--- src/hw/rtl/assert_macros.svh ---
// Assertion macros shared by the RTL.
// No dependencies; included by files that carry concurrent checks.
`ifndef ASSERT_MACROS_SVH
`define ASSERT_MACROS_SVH

`ifndef SYNTH

// Same-cycle implication, checked on every rising clock edge outside reset.
`define ASSERT_IMPL(label, clk, rst_n, ante, cons) \
    label: assert property (@(posedge clk) disable iff (!rst_n) (ante) |-> (cons)) \
        else $error("assertion failed: same-cycle implication");

// Next-cycle implication.
`define ASSERT_NEXT(label, clk, rst_n, ante, cons) \
    label: assert property (@(posedge clk) disable iff (!rst_n) (ante) |=> (cons)) \
        else $error("assertion failed: next-cycle implication");

`else

`define ASSERT_IMPL(label, clk, rst_n, ante, cons)
`define ASSERT_NEXT(label, clk, rst_n, ante, cons)

`endif

`endif

--- src/hw/rtl/tbpm_pkg.sv ---
// Types and constants of the tilt and button pad mapper.
// No dependencies; used by every module of the block.
package tbpm_pkg;

    localparam int ADDR_W = 5;
    localparam int DATA_W = 32;

    typedef enum logic [2:0] {
        REG_DBL_WIN,
        REG_START_LEN,
        REG_SEL_HOLD,
        REG_DEAD_ZONE,
        REG_SIDE_LIM,
        REG_DOWN_LIM,
        REG_UP_LIM,
        REG_BACK_LIM
    } t_reg_idx;

    localparam logic [15:0] RST_DBL_WIN   = 16'd350;
    localparam logic [15:0] RST_START_LEN = 16'd300;
    localparam logic [15:0] RST_SEL_HOLD  = 16'd500;
    localparam logic [14:0] RST_DEAD_ZONE = 15'd205;
    localparam logic [14:0] RST_SIDE_LIM  = 15'd410;
    localparam logic [14:0] RST_DOWN_LIM  = 15'd614;
    localparam logic [14:0] RST_UP_LIM    = 15'd1024;
    localparam logic [14:0] RST_BACK_LIM  = 15'd1024;

    // pad bit positions (active low)
    localparam int PAD_UP     = 0;
    localparam int PAD_DOWN   = 1;
    localparam int PAD_LEFT   = 2;
    localparam int PAD_RIGHT  = 3;
    localparam int PAD_SELECT = 4;
    localparam int PAD_START  = 5;
    localparam int PAD_A      = 6;
    localparam int PAD_B      = 7;

    typedef struct packed {
        logic [15:0] dbl_win;
        logic [15:0] start_len;
        logic [15:0] sel_hold;
        logic [14:0] dead_zone;
        logic [14:0] side_lim;
        logic [14:0] down_lim;
        logic [14:0] up_lim;
        logic [14:0] back_lim;
    } t_cfg;

    typedef struct packed {
        logic [31:0]        time_ms;
        logic               button_a;
        logic               button_b;
        logic               button_b_edge;
        logic               accel_valid;
        logic signed [15:0] accel_x;
        logic signed [15:0] accel_y;
    } t_item;

    // upper pad nibble, bit 7 down to bit 4
    typedef struct packed {
        logic b_n;
        logic a_n;
        logic start_n;
        logic select_n;
    } t_btn_pad;

    // lower pad nibble, bit 3 down to bit 0
    typedef struct packed {
        logic right_n;
        logic left_n;
        logic down_n;
        logic up_n;
    } t_dir_pad;

endpackage

--- src/hw/rtl/tbpm_regs.sv ---
// Configuration register file on the APB-style port.
// Depends on tbpm_pkg.
module tbpm_regs (
    input  logic                        i_clk,
    input  logic                        i_rst_n,
    input  logic                        psel,
    input  logic                        penable,
    input  logic                        pwrite,
    input  logic [tbpm_pkg::ADDR_W-1:0] paddr,
    input  logic [tbpm_pkg::DATA_W-1:0] pwdata,
    output logic [tbpm_pkg::DATA_W-1:0] prdata,
    output tbpm_pkg::t_cfg              o_cfg
);

    tbpm_pkg::t_cfg   r_cfg;
    tbpm_pkg::t_reg_idx w_idx;
    logic             w_wr;

    assign w_idx = tbpm_pkg::t_reg_idx'(paddr[tbpm_pkg::ADDR_W-1:2]);
    assign w_wr  = psel && penable && pwrite;

    always_ff @(posedge i_clk) begin
        if (!i_rst_n) begin
            r_cfg.dbl_win   <= tbpm_pkg::RST_DBL_WIN;
            r_cfg.start_len <= tbpm_pkg::RST_START_LEN;
            r_cfg.sel_hold  <= tbpm_pkg::RST_SEL_HOLD;
            r_cfg.dead_zone <= tbpm_pkg::RST_DEAD_ZONE;
            r_cfg.side_lim  <= tbpm_pkg::RST_SIDE_LIM;
            r_cfg.down_lim  <= tbpm_pkg::RST_DOWN_LIM;
            r_cfg.up_lim    <= tbpm_pkg::RST_UP_LIM;
            r_cfg.back_lim  <= tbpm_pkg::RST_BACK_LIM;
        end else if (w_wr) begin
            case (w_idx)
                tbpm_pkg::REG_DBL_WIN:   r_cfg.dbl_win   <= pwdata[15:0];
                tbpm_pkg::REG_START_LEN: r_cfg.start_len <= pwdata[15:0];
                tbpm_pkg::REG_SEL_HOLD:  r_cfg.sel_hold  <= pwdata[15:0];
                tbpm_pkg::REG_DEAD_ZONE: r_cfg.dead_zone <= pwdata[14:0];
                tbpm_pkg::REG_SIDE_LIM:  r_cfg.side_lim  <= pwdata[14:0];
                tbpm_pkg::REG_DOWN_LIM:  r_cfg.down_lim  <= pwdata[14:0];
                tbpm_pkg::REG_UP_LIM:    r_cfg.up_lim    <= pwdata[14:0];
                tbpm_pkg::REG_BACK_LIM:  r_cfg.back_lim  <= pwdata[14:0];
                default: ;
            endcase
        end
    end

    always_comb begin
        case (w_idx)
            tbpm_pkg::REG_DBL_WIN:   prdata = 32'(r_cfg.dbl_win);
            tbpm_pkg::REG_START_LEN: prdata = 32'(r_cfg.start_len);
            tbpm_pkg::REG_SEL_HOLD:  prdata = 32'(r_cfg.sel_hold);
            tbpm_pkg::REG_DEAD_ZONE: prdata = 32'(r_cfg.dead_zone);
            tbpm_pkg::REG_SIDE_LIM:  prdata = 32'(r_cfg.side_lim);
            tbpm_pkg::REG_DOWN_LIM:  prdata = 32'(r_cfg.down_lim);
            tbpm_pkg::REG_UP_LIM:    prdata = 32'(r_cfg.up_lim);
            tbpm_pkg::REG_BACK_LIM:  prdata = 32'(r_cfg.back_lim);
            default:                 prdata = '0;
        endcase
    end

    assign o_cfg = r_cfg;

endmodule

--- src/hw/rtl/tbpm_btn.sv ---
// Button timing: double-press START pulse, SELECT/B hold split, A mapping.
// Depends on tbpm_pkg.
module tbpm_btn (
    input  logic               i_clk,
    input  logic               i_rst_n,
    input  logic               i_en,
    input  tbpm_pkg::t_item    i_item,
    input  tbpm_pkg::t_cfg     i_cfg,
    output tbpm_pkg::t_btn_pad o_pad
);

    logic [31:0] r_last, r_hold, r_end;
    logic        r_pulse;
    logic [31:0] n_last, n_hold, n_end;
    logic        n_pulse;

    logic [31:0] w_now, w_press_dt, w_end_dt, w_hold_dt;
    logic        w_hit, w_pulse_live, w_held;

    assign w_now      = i_item.time_ms;
    assign w_press_dt = w_now - r_last;
    assign w_hit      = i_item.button_b_edge && (w_press_dt < 32'(i_cfg.dbl_win));

    always_comb begin
        n_last = r_last;
        n_hold = r_hold;
        n_end  = r_end;
        if (w_hit) begin
            n_end  = w_now + 32'(i_cfg.start_len);
            n_last = '0;
        end else if (i_item.button_b_edge) begin
            n_last = w_now;
            n_hold = w_now;
        end
    end

    assign w_pulse_live = w_hit || r_pulse;
    assign w_end_dt     = w_now - n_end;
    assign w_hold_dt    = w_now - n_hold;
    assign w_held       = w_hold_dt > 32'(i_cfg.sel_hold);
    // pulse keeps running while now is still before the wrap-safe end time
    assign n_pulse      = w_pulse_live && w_end_dt[31];

    always_comb begin
        o_pad = '1;
        if (w_pulse_live) begin
            o_pad.start_n = !w_end_dt[31];
        end else begin
            o_pad.a_n      = !i_item.button_a;
            o_pad.select_n = !(i_item.button_b && w_held);
            o_pad.b_n      = !(i_item.button_b && !w_held);
        end
    end

    always_ff @(posedge i_clk) begin
        if (!i_rst_n) begin
            r_last  <= '0;
            r_hold  <= '0;
            r_end   <= '0;
            r_pulse <= 1'b0;
        end else if (i_en) begin
            r_last  <= n_last;
            r_hold  <= n_hold;
            r_end   <= n_end;
            r_pulse <= n_pulse;
        end
    end

endmodule

--- src/hw/rtl/tbpm_tilt.sv ---
// Accelerometer baseline averaging and tilt-to-direction mapping.
// Depends on tbpm_pkg.
module tbpm_tilt #(
    parameter int CAL_SAMPLES = 20
) (
    input  logic               i_clk,
    input  logic               i_rst_n,
    input  logic               i_en,
    input  tbpm_pkg::t_item    i_item,
    input  tbpm_pkg::t_cfg     i_cfg,
    output tbpm_pkg::t_dir_pad o_pad,
    output logic               o_cal_done
);

    localparam int CNT_W     = $clog2(CAL_SAMPLES + 1);
    localparam int LOG_N     = $clog2(CAL_SAMPLES);
    localparam int SUM_W     = 16 + LOG_N;
    localparam int DIV_SHIFT = SUM_W + LOG_N;
    localparam int RECIP_W   = SUM_W + 2;
    localparam int PROD_W    = SUM_W + RECIP_W;
    // bias makes the sum non-negative and adds half a divisor for rounding
    localparam int CAL_OFS   = 32768 * CAL_SAMPLES + CAL_SAMPLES / 2;
    localparam logic [63:0] RECIP_FULL =
        ((64'd1 << DIV_SHIFT) + 64'(CAL_SAMPLES - 1)) / 64'(CAL_SAMPLES);
    localparam logic [RECIP_W-1:0] RECIP = RECIP_FULL[RECIP_W-1:0];

    logic                    r_cal;
    logic [CNT_W-1:0]        r_cnt;
    logic signed [SUM_W-1:0] r_sum_x, r_sum_y;
    logic signed [15:0]      r_base_x, r_base_y;

    logic [CNT_W-1:0]        n_cnt;
    logic signed [SUM_W-1:0] n_sum_x, n_sum_y;
    logic signed [15:0]      n_base_x, n_base_y;
    logic                    w_cal_step, w_last;

    // rounded mean: floor((sum + bias) / N) via exact reciprocal multiply
    function automatic logic signed [15:0] mean_of(input logic signed [SUM_W-1:0] sum);
        logic [SUM_W:0]    wide;
        logic [PROD_W-1:0] prod;
        logic [15:0]       quot;
        wide = {sum[SUM_W-1], sum} + (SUM_W + 1)'(CAL_OFS);
        prod = PROD_W'(wide[SUM_W-1:0]) * PROD_W'(RECIP);
        quot = prod[DIV_SHIFT +: 16];
        return $signed({~quot[15], quot[14:0]});
    endfunction

    function automatic logic signed [17:0] dead_band(input logic signed [16:0] d,
                                                     input logic [14:0] zone);
        logic [16:0] mag;
        mag = d[16] ? 17'(-d) : 17'(d);
        return (mag < 17'(zone)) ? 18'sd0 : {d[16], d};
    endfunction

    assign w_cal_step = i_item.accel_valid && !r_cal;
    assign n_cnt      = r_cnt + CNT_W'(1);
    assign w_last     = n_cnt == CNT_W'(CAL_SAMPLES);
    assign n_sum_x    = r_sum_x + SUM_W'(i_item.accel_x);
    assign n_sum_y    = r_sum_y + SUM_W'(i_item.accel_y);
    assign n_base_x   = mean_of(n_sum_x);
    assign n_base_y   = mean_of(n_sum_y);
    assign o_cal_done = r_cal || (w_cal_step && w_last);

    logic signed [16:0] w_dx_raw, w_dy_raw;
    logic signed [17:0] w_dx, w_dy;
    logic signed [17:0] w_side, w_down, w_up, w_back;

    assign w_dx_raw = 17'(i_item.accel_x) - 17'(r_base_x);
    assign w_dy_raw = 17'(i_item.accel_y) - 17'(r_base_y);
    assign w_dx     = dead_band(w_dx_raw, i_cfg.dead_zone);
    assign w_dy     = dead_band(w_dy_raw, i_cfg.dead_zone);
    assign w_side   = $signed({3'b000, i_cfg.side_lim});
    assign w_down   = $signed({3'b000, i_cfg.down_lim});
    assign w_up     = $signed({3'b000, i_cfg.up_lim});
    assign w_back   = $signed({3'b000, i_cfg.back_lim});

    always_comb begin
        o_pad = '1;
        if (i_item.accel_valid && r_cal) begin
            if (w_dx < -w_side) begin
                o_pad.right_n = 1'b0;
            end else if (w_dx > w_side) begin
                o_pad.left_n = 1'b0;
            end
            o_pad.down_n = !(w_dy > w_down);
            o_pad.up_n   = !((w_dy < -w_up) || (w_dx > w_back));
        end
    end

    always_ff @(posedge i_clk) begin
        if (!i_rst_n) begin
            r_cal    <= 1'b0;
            r_cnt    <= '0;
            r_sum_x  <= '0;
            r_sum_y  <= '0;
            r_base_x <= '0;
            r_base_y <= '0;
        end else if (i_en && w_cal_step) begin
            r_cnt   <= n_cnt;
            r_sum_x <= n_sum_x;
            r_sum_y <= n_sum_y;
            if (w_last) begin
                r_base_x <= n_base_x;
                r_base_y <= n_base_y;
                r_cal    <= 1'b1;
            end
        end
    end

endmodule

--- src/hw/rtl/tilt_and_button_pad_mapper.sv ---
// Top level of the tilt and button pad mapper: handshake registers and assertions.
// Depends on tbpm_pkg, tbpm_regs, tbpm_btn, tbpm_tilt and assert_macros.svh.
//
//  channel | direction | handshake                 | payload
//  --------+-----------+---------------------------+-------------------------------------
//  in      | sink      | i_in_valid / o_in_ready   | time, buttons, B edge, accel sample
//  out     | source    | o_out_valid / i_out_ready | pad_bits, calibrated_flag
//  cfg     | APB slave | psel, penable, pready     | paddr, pwdata, prdata
//
// One poll transfer per cycle, sustained while i_out_ready takes each result. A transfer
// lands in the input register, its result is formed from that register and moves
// into the output register once that register is free or being emptied.
// Reset is synchronous and active low; it restores register defaults and clears all
// timing and calibration state. No clearing pass follows.
// When the result register is full and not taken, the input register holds and
// o_in_ready drops only once both registers are occupied.
`include "assert_macros.svh"

module tilt_and_button_pad_mapper #(
    parameter int CAL_SAMPLES = 20
) (
    input  logic                        i_clk,
    input  logic                        i_rst_n,

    input  logic                        psel,
    input  logic                        penable,
    input  logic                        pwrite,
    input  logic [tbpm_pkg::ADDR_W-1:0] paddr,
    input  logic [tbpm_pkg::DATA_W-1:0] pwdata,
    output logic [tbpm_pkg::DATA_W-1:0] prdata,
    output logic                        pready,

    input  logic                        i_in_valid,
    output logic                        o_in_ready,
    input  logic [31:0]                 i_time_ms,
    input  logic                        i_button_a,
    input  logic                        i_button_b,
    input  logic                        i_button_b_edge,
    input  logic                        i_accel_valid,
    input  logic signed [15:0]          i_accel_x,
    input  logic signed [15:0]          i_accel_y,

    output logic                        o_out_valid,
    input  logic                        i_out_ready,
    output logic [7:0]                  o_pad_bits,
    output logic                        o_calibrated_flag
);

    tbpm_pkg::t_cfg     w_cfg;
    tbpm_pkg::t_item    r_item;
    tbpm_pkg::t_btn_pad w_btn_pad;
    tbpm_pkg::t_dir_pad w_dir_pad;
    logic               w_cal_done;

    logic       r_in_valid, r_out_valid;
    logic [7:0] r_pad;
    logic       r_cal_flag;
    logic       w_advance;
    logic       w_start_on, w_btn_quiet, w_b_or_sel, w_dir_quiet;

    assign pready = 1'b1;

    tbpm_regs u_regs (
        .i_clk   (i_clk),
        .i_rst_n (i_rst_n),
        .psel    (psel),
        .penable (penable),
        .pwrite  (pwrite),
        .paddr   (paddr),
        .pwdata  (pwdata),
        .prdata  (prdata),
        .o_cfg   (w_cfg)
    );

    // the held item moves into the result register when that register is free
    // or being emptied in the same cycle
    assign w_advance  = r_in_valid && (!r_out_valid || i_out_ready);
    assign o_in_ready = !r_in_valid || w_advance;

    always_ff @(posedge i_clk) begin
        if (!i_rst_n) begin
            r_in_valid  <= 1'b0;
            r_out_valid <= 1'b0;
        end else begin
            if (o_in_ready) begin
                r_in_valid <= i_in_valid;
            end
            if (w_advance) begin
                r_out_valid <= 1'b1;
            end else if (i_out_ready) begin
                r_out_valid <= 1'b0;
            end
        end
    end

    always_ff @(posedge i_clk) begin
        if (o_in_ready && i_in_valid) begin
            r_item.time_ms       <= i_time_ms;
            r_item.button_a      <= i_button_a;
            r_item.button_b      <= i_button_b;
            r_item.button_b_edge <= i_button_b_edge;
            r_item.accel_valid   <= i_accel_valid;
            r_item.accel_x       <= i_accel_x;
            r_item.accel_y       <= i_accel_y;
        end
        if (w_advance) begin
            r_pad      <= {w_btn_pad, w_dir_pad};
            r_cal_flag <= w_cal_done;
        end
    end

    // button and tilt state both advance only when the item commits
    tbpm_btn u_btn (
        .i_clk   (i_clk),
        .i_rst_n (i_rst_n),
        .i_en    (w_advance),
        .i_item  (r_item),
        .i_cfg   (w_cfg),
        .o_pad   (w_btn_pad)
    );

    tbpm_tilt #(
        .CAL_SAMPLES (CAL_SAMPLES)
    ) u_tilt (
        .i_clk      (i_clk),
        .i_rst_n    (i_rst_n),
        .i_en       (w_advance),
        .i_item     (r_item),
        .i_cfg      (w_cfg),
        .o_pad      (w_dir_pad),
        .o_cal_done (w_cal_done)
    );

    assign o_out_valid       = r_out_valid;
    assign o_pad_bits        = r_pad;
    assign o_calibrated_flag = r_cal_flag;

    // pad flags checked below
    assign w_start_on  = !o_pad_bits[tbpm_pkg::PAD_START];
    assign w_btn_quiet = o_pad_bits[tbpm_pkg::PAD_A] && o_pad_bits[tbpm_pkg::PAD_B]
                         && o_pad_bits[tbpm_pkg::PAD_SELECT];
    assign w_b_or_sel  = o_pad_bits[tbpm_pkg::PAD_B] || o_pad_bits[tbpm_pkg::PAD_SELECT];
    assign w_dir_quiet = o_pad_bits[tbpm_pkg::PAD_UP] && o_pad_bits[tbpm_pkg::PAD_DOWN]
                         && o_pad_bits[tbpm_pkg::PAD_LEFT] && o_pad_bits[tbpm_pkg::PAD_RIGHT];

    // a running START pulse masks A, B and SELECT
    `ASSERT_IMPL(a_start_masks, i_clk, i_rst_n, o_out_valid && w_start_on, w_btn_quiet)
    // B hold reports either SELECT or B, never both
    `ASSERT_IMPL(a_sel_or_b, i_clk, i_rst_n, o_out_valid, w_b_or_sel)
    // no direction bits before the baseline exists
    `ASSERT_IMPL(a_no_tilt_uncal, i_clk, i_rst_n, o_out_valid && !o_calibrated_flag, w_dir_quiet)
    // calibration, once reached, is reported on every later result
    `ASSERT_NEXT(a_cal_sticky, i_clk, i_rst_n, w_advance && w_cal_done, r_cal_flag && w_cal_done)

endmodule
--- config.mk ---
export PLATFORM = sky130hd
export DESIGN_NAME = tilt_and_button_pad_mapper
export DESIGN_NICKNAME = d
export VERILOG_FILES = /design/src/hw/rtl/tbpm_pkg.sv /design/src/hw/rtl/tbpm_regs.sv /design/src/hw/rtl/tbpm_btn.sv /design/src/hw/rtl/tbpm_tilt.sv /design/src/hw/rtl/tilt_and_button_pad_mapper.sv
export VERILOG_INCLUDE_DIRS = /design/src /design/src/hw/rtl
export SDC_FILE = /design/constraint.sdc
export NUM_CORES = 2
export LEC_CHECK = 0
export BUFFER_PORTS_ARGS = -buffer_cell sky130_fd_sc_hd__buf_2
export CORE_MARGIN = 3
export CORE_UTILIZATION = 35
export DETAILED_ROUTE_END_ITERATION = 10
export PLACE_DENSITY_LB_ADDON = 0.3
export SYNTH_ARGS = -nofsm -noshare
export SYNTH_HDL_FRONTEND = slang
export SYNTH_SLANG_ARGS = --single-unit
--- constraint.sdc ---
create_clock -name i_clk -period 10.2 [get_ports i_clk]
set_input_delay 1.02 -clock i_clk [delete_from_list [all_inputs] [get_ports i_clk]]
set_output_delay 1.02 -clock i_clk [all_outputs]
set_load 0.005 [all_outputs]
==> impl_metrics.yaml <==
run_status:
  status: "finished, final reports clean"
sta:
  slew_violations: 0
  slew_headroom_pct: 15.0
  setup_viol: 0
  fmax_ghz: 0.102
  rsz0062_at_grt: "true"
  period_minus_slack_ns: 9.76
  worst_slew_pin_slew_ns: 1.27
  timing.final.crit_share_pct: 95.7
  whs_ns: 0.465
  fin_worst_skew_ns: 0.0586
  hold_violations: 0
  setup_slack_ns: 0.442
worst_setup_path:
  critical_path_class: "reg2reg"
  cpMostUsedCell: "buf_4"
  crit_required_ns: 10.59
  start_kind: "flip-flop"
  end_kind: "flip-flop"
  cpPeakStageDelay_ns: 0.53
  cp.arrival_ns: 10.15
  slowest_stage: "or4_1"
  worst-path-max-fanout: 5
clock_network:
  cts_sinks: 379
  cts_buffer_depth: 3
  ctsHoldBuffers: 0
  cts.htree.levels: 2
  numCtsBuffers: 49
  clkSlewWorstSetupHoldPaths_ns: 0.06
  root_buffer: "clkbuf_16"
  clk_latency_ns: 0.65
  tritoncts: "done"
logic_synthesis:
  ys_seq_elements: 379
  synth_top_area_share_pct: 20.7
  synth_cells: 4964
  yosys.area.top_type: "ha_1"
  yosysWarnings: 0
  syn_area_um2: 43600
  avgSynthCellArea_um2: 8.78
  ys_seq_area_share_pct: 19.2
  synth_area_leaders: "ha_1 (21%), dfxtp_1 (14%), fa_1 (14%), inv_1 (5.9%), edfxtp_1 (5.3%)"
  synth_edf_count: 77
  synth.distinct_cells: 91
  async_flop_share_pct: 0
  synth-main-ff-cell: "dfxtp_1"
place:
  place_area_um2: 46900
  dp_hpwl_mm: 104
  portBuffers: 120
  pre_cts_ws_ns: -0.271
  dp.cells: 6725
  gp_congestion: 0.937
final_layout:
  nets: 6301
  instances_no_fill: 6832
  design_area_um2: 49000
  diodes: 0
  nFillCells: 12449
  synthToLayoutAreaGrowth_pct: 12.4
  regArea_um2: 8360
  drive_above_1_share_pct: 9.83
  multi_input_area_um2: 32300
grt:
  grt_pass1_wl_mm: 201
  grt_usage_pct: 19.6
  grt_max_degree: 154
  gr-total-overflow: 0
  grt_pass1_vias: 35433
  grt_antenna_before_repair: 3
detailed_routing:
  finalWirelength_mm: 129
  viasPerCell: 5.20
  dr.pass1.iters: 5
  drtIter0Drc: 2373
  antenna_left: 0
  vias: 35551
  remaining_drc_errors: 0
  wl_per_cell_um: 18.9
floorplanning:
  fp-row-count: 128
  die_h_um: 359
  dieArea_um2: 129000
  die_w_um: 359
  ios: 156
  core_um2: 123000
  start_util_pct: 35.5
hold_path:
  hp-class: "reg2reg"
job:
  drv_cap: 0
==> cells in the mapped netlist (123+ instances only) <==
library cell  number
a21boi_0         130
xnor2_1          168
nand2_1          457
nor2b_1          135
inv_1            686
ha_1             721
fa_1             301
o21ai_0          187
clkbuf_1         123
dfxtp_1          302
a21oi_1          203
mux2i_1          125
nor2_1           245
==> sequential cells by signal, summed over array words and instances, names as in the netlist <==
name               cells
u_tilt.r_cnt           5
o_pad_bits             8
u_btn.r_hold          32
u_tilt.r_sum_y        21
u_regs.o_cfg         123
r_in_valid             1
u_btn.r_end           32
u_tilt.r_base_y       16
u_tilt.r_base_x       16
u_btn.r_last          32
r_item                68
u_tilt.r_cal           1
o_calibrated_flag      1
u_btn.r_pulse          1
o_out_valid            1
u_tilt.r_sum_x        21
==> cells in the final DEF (no fill, tap or decap), types with 26 or more instances in the layout <==
cell	count
ha_1	718
inv_1	684
nand2_1	457
dfxtp_1	302
fa_1	299
nor2_1	243
buf_4	194
a21oi_1	193
o21ai_0	180
xnor2_1	162
nor2b_1	133
a21boi_0	128
mux2i_1	124
buf_2	119
a21o_1	106
xor2_1	91
edfxtp_1	77
nand3_1	64
nor3_1	62
o211ai_1	60
nand4_1	56
clkbuf_16	50
o21a_1	47
and2_1	45
nand2b_1	38
a22oi_1	37
and3_1	34
a31oi_1	30
or2_2	26
==> critical path, delay by kind of cell, from the launching register on <==
family          cells  cell delay (ns)
mux                 1             0.18
compound gates     21             3.86
flops               1             0.39
fa+ha+maj           5             1.26
simple gates       11             2.69
buf+inv             7             0.87
xor+xnor            2             0.24
==> cell families after synthesis <==
group           after synthesis  synth area share, %
compound gates             1017                 15.7
other cells                   2               0.0172
flops                       379                 19.2
fa+ha+maj                  1022                 34.5
buf+inv                     865                 7.70
simple gates               1279                 14.3
mux                         138                 3.39
xor+xnor                    262                 5.28
==> cell type report <==
class | instances | share of cell area (%)
Timing Repair Buffer | 316 | 4.31
Clock inverter | 31 | 0.722
Clock buffer | 60 | 2.65
Multi-Input combinational cell | 3735 | 65.9
Tap cell | 1625 | 4.15
Sequential cell | 379 | 17.1
Inverter | 686 | 5.25
==> metrics by stage <==
stage	setup TNS (ns)	utilization, %
3_3_place_gp	-0.305	38.2
2_1_floorplan	0	-
5_1_grt	-0.0845	40.0
4_1_cts	0	39.6
6_report	0	40.0
3_5_place_dp	-0.271	38.2
==> final timing paths <==
check / startpoint / endpoint / slack (ns) / depth (start not counted)
setup / recovery: r_item[36] / o_pad_bits[7] / 0.44 / 47
hold / removal: u_btn.r_end[15] / u_btn.r_end[15] / 0.47 / 2
setup reg to reg: r_item[36] / o_pad_bits[7] / 0.44 / 47
hold reg to reg: u_btn.r_end[15] / u_btn.r_end[15] / 0.47 / 2
==> per-layer routing <==
layer  vias up  wire length, um  global-route usage, %
li1      17390                -                      -
met1     17121            60300                   26.9
met2       853            56500                   30.9
met4         2             4260                   6.42
met5         -                9                      0
met3       185             8010                   3.64
==> repair_timing <==
action,in CTS,in global routing
endpoints found under the setup margin,2,18
buffers inserted,1,14
resized for setup,6,63
gates cloned,0,1
pin swaps,1,30
Power is left out: the tool's default activity adds up to more than one toggle a clock period on the data nets, which glitch-free logic cannot reach.
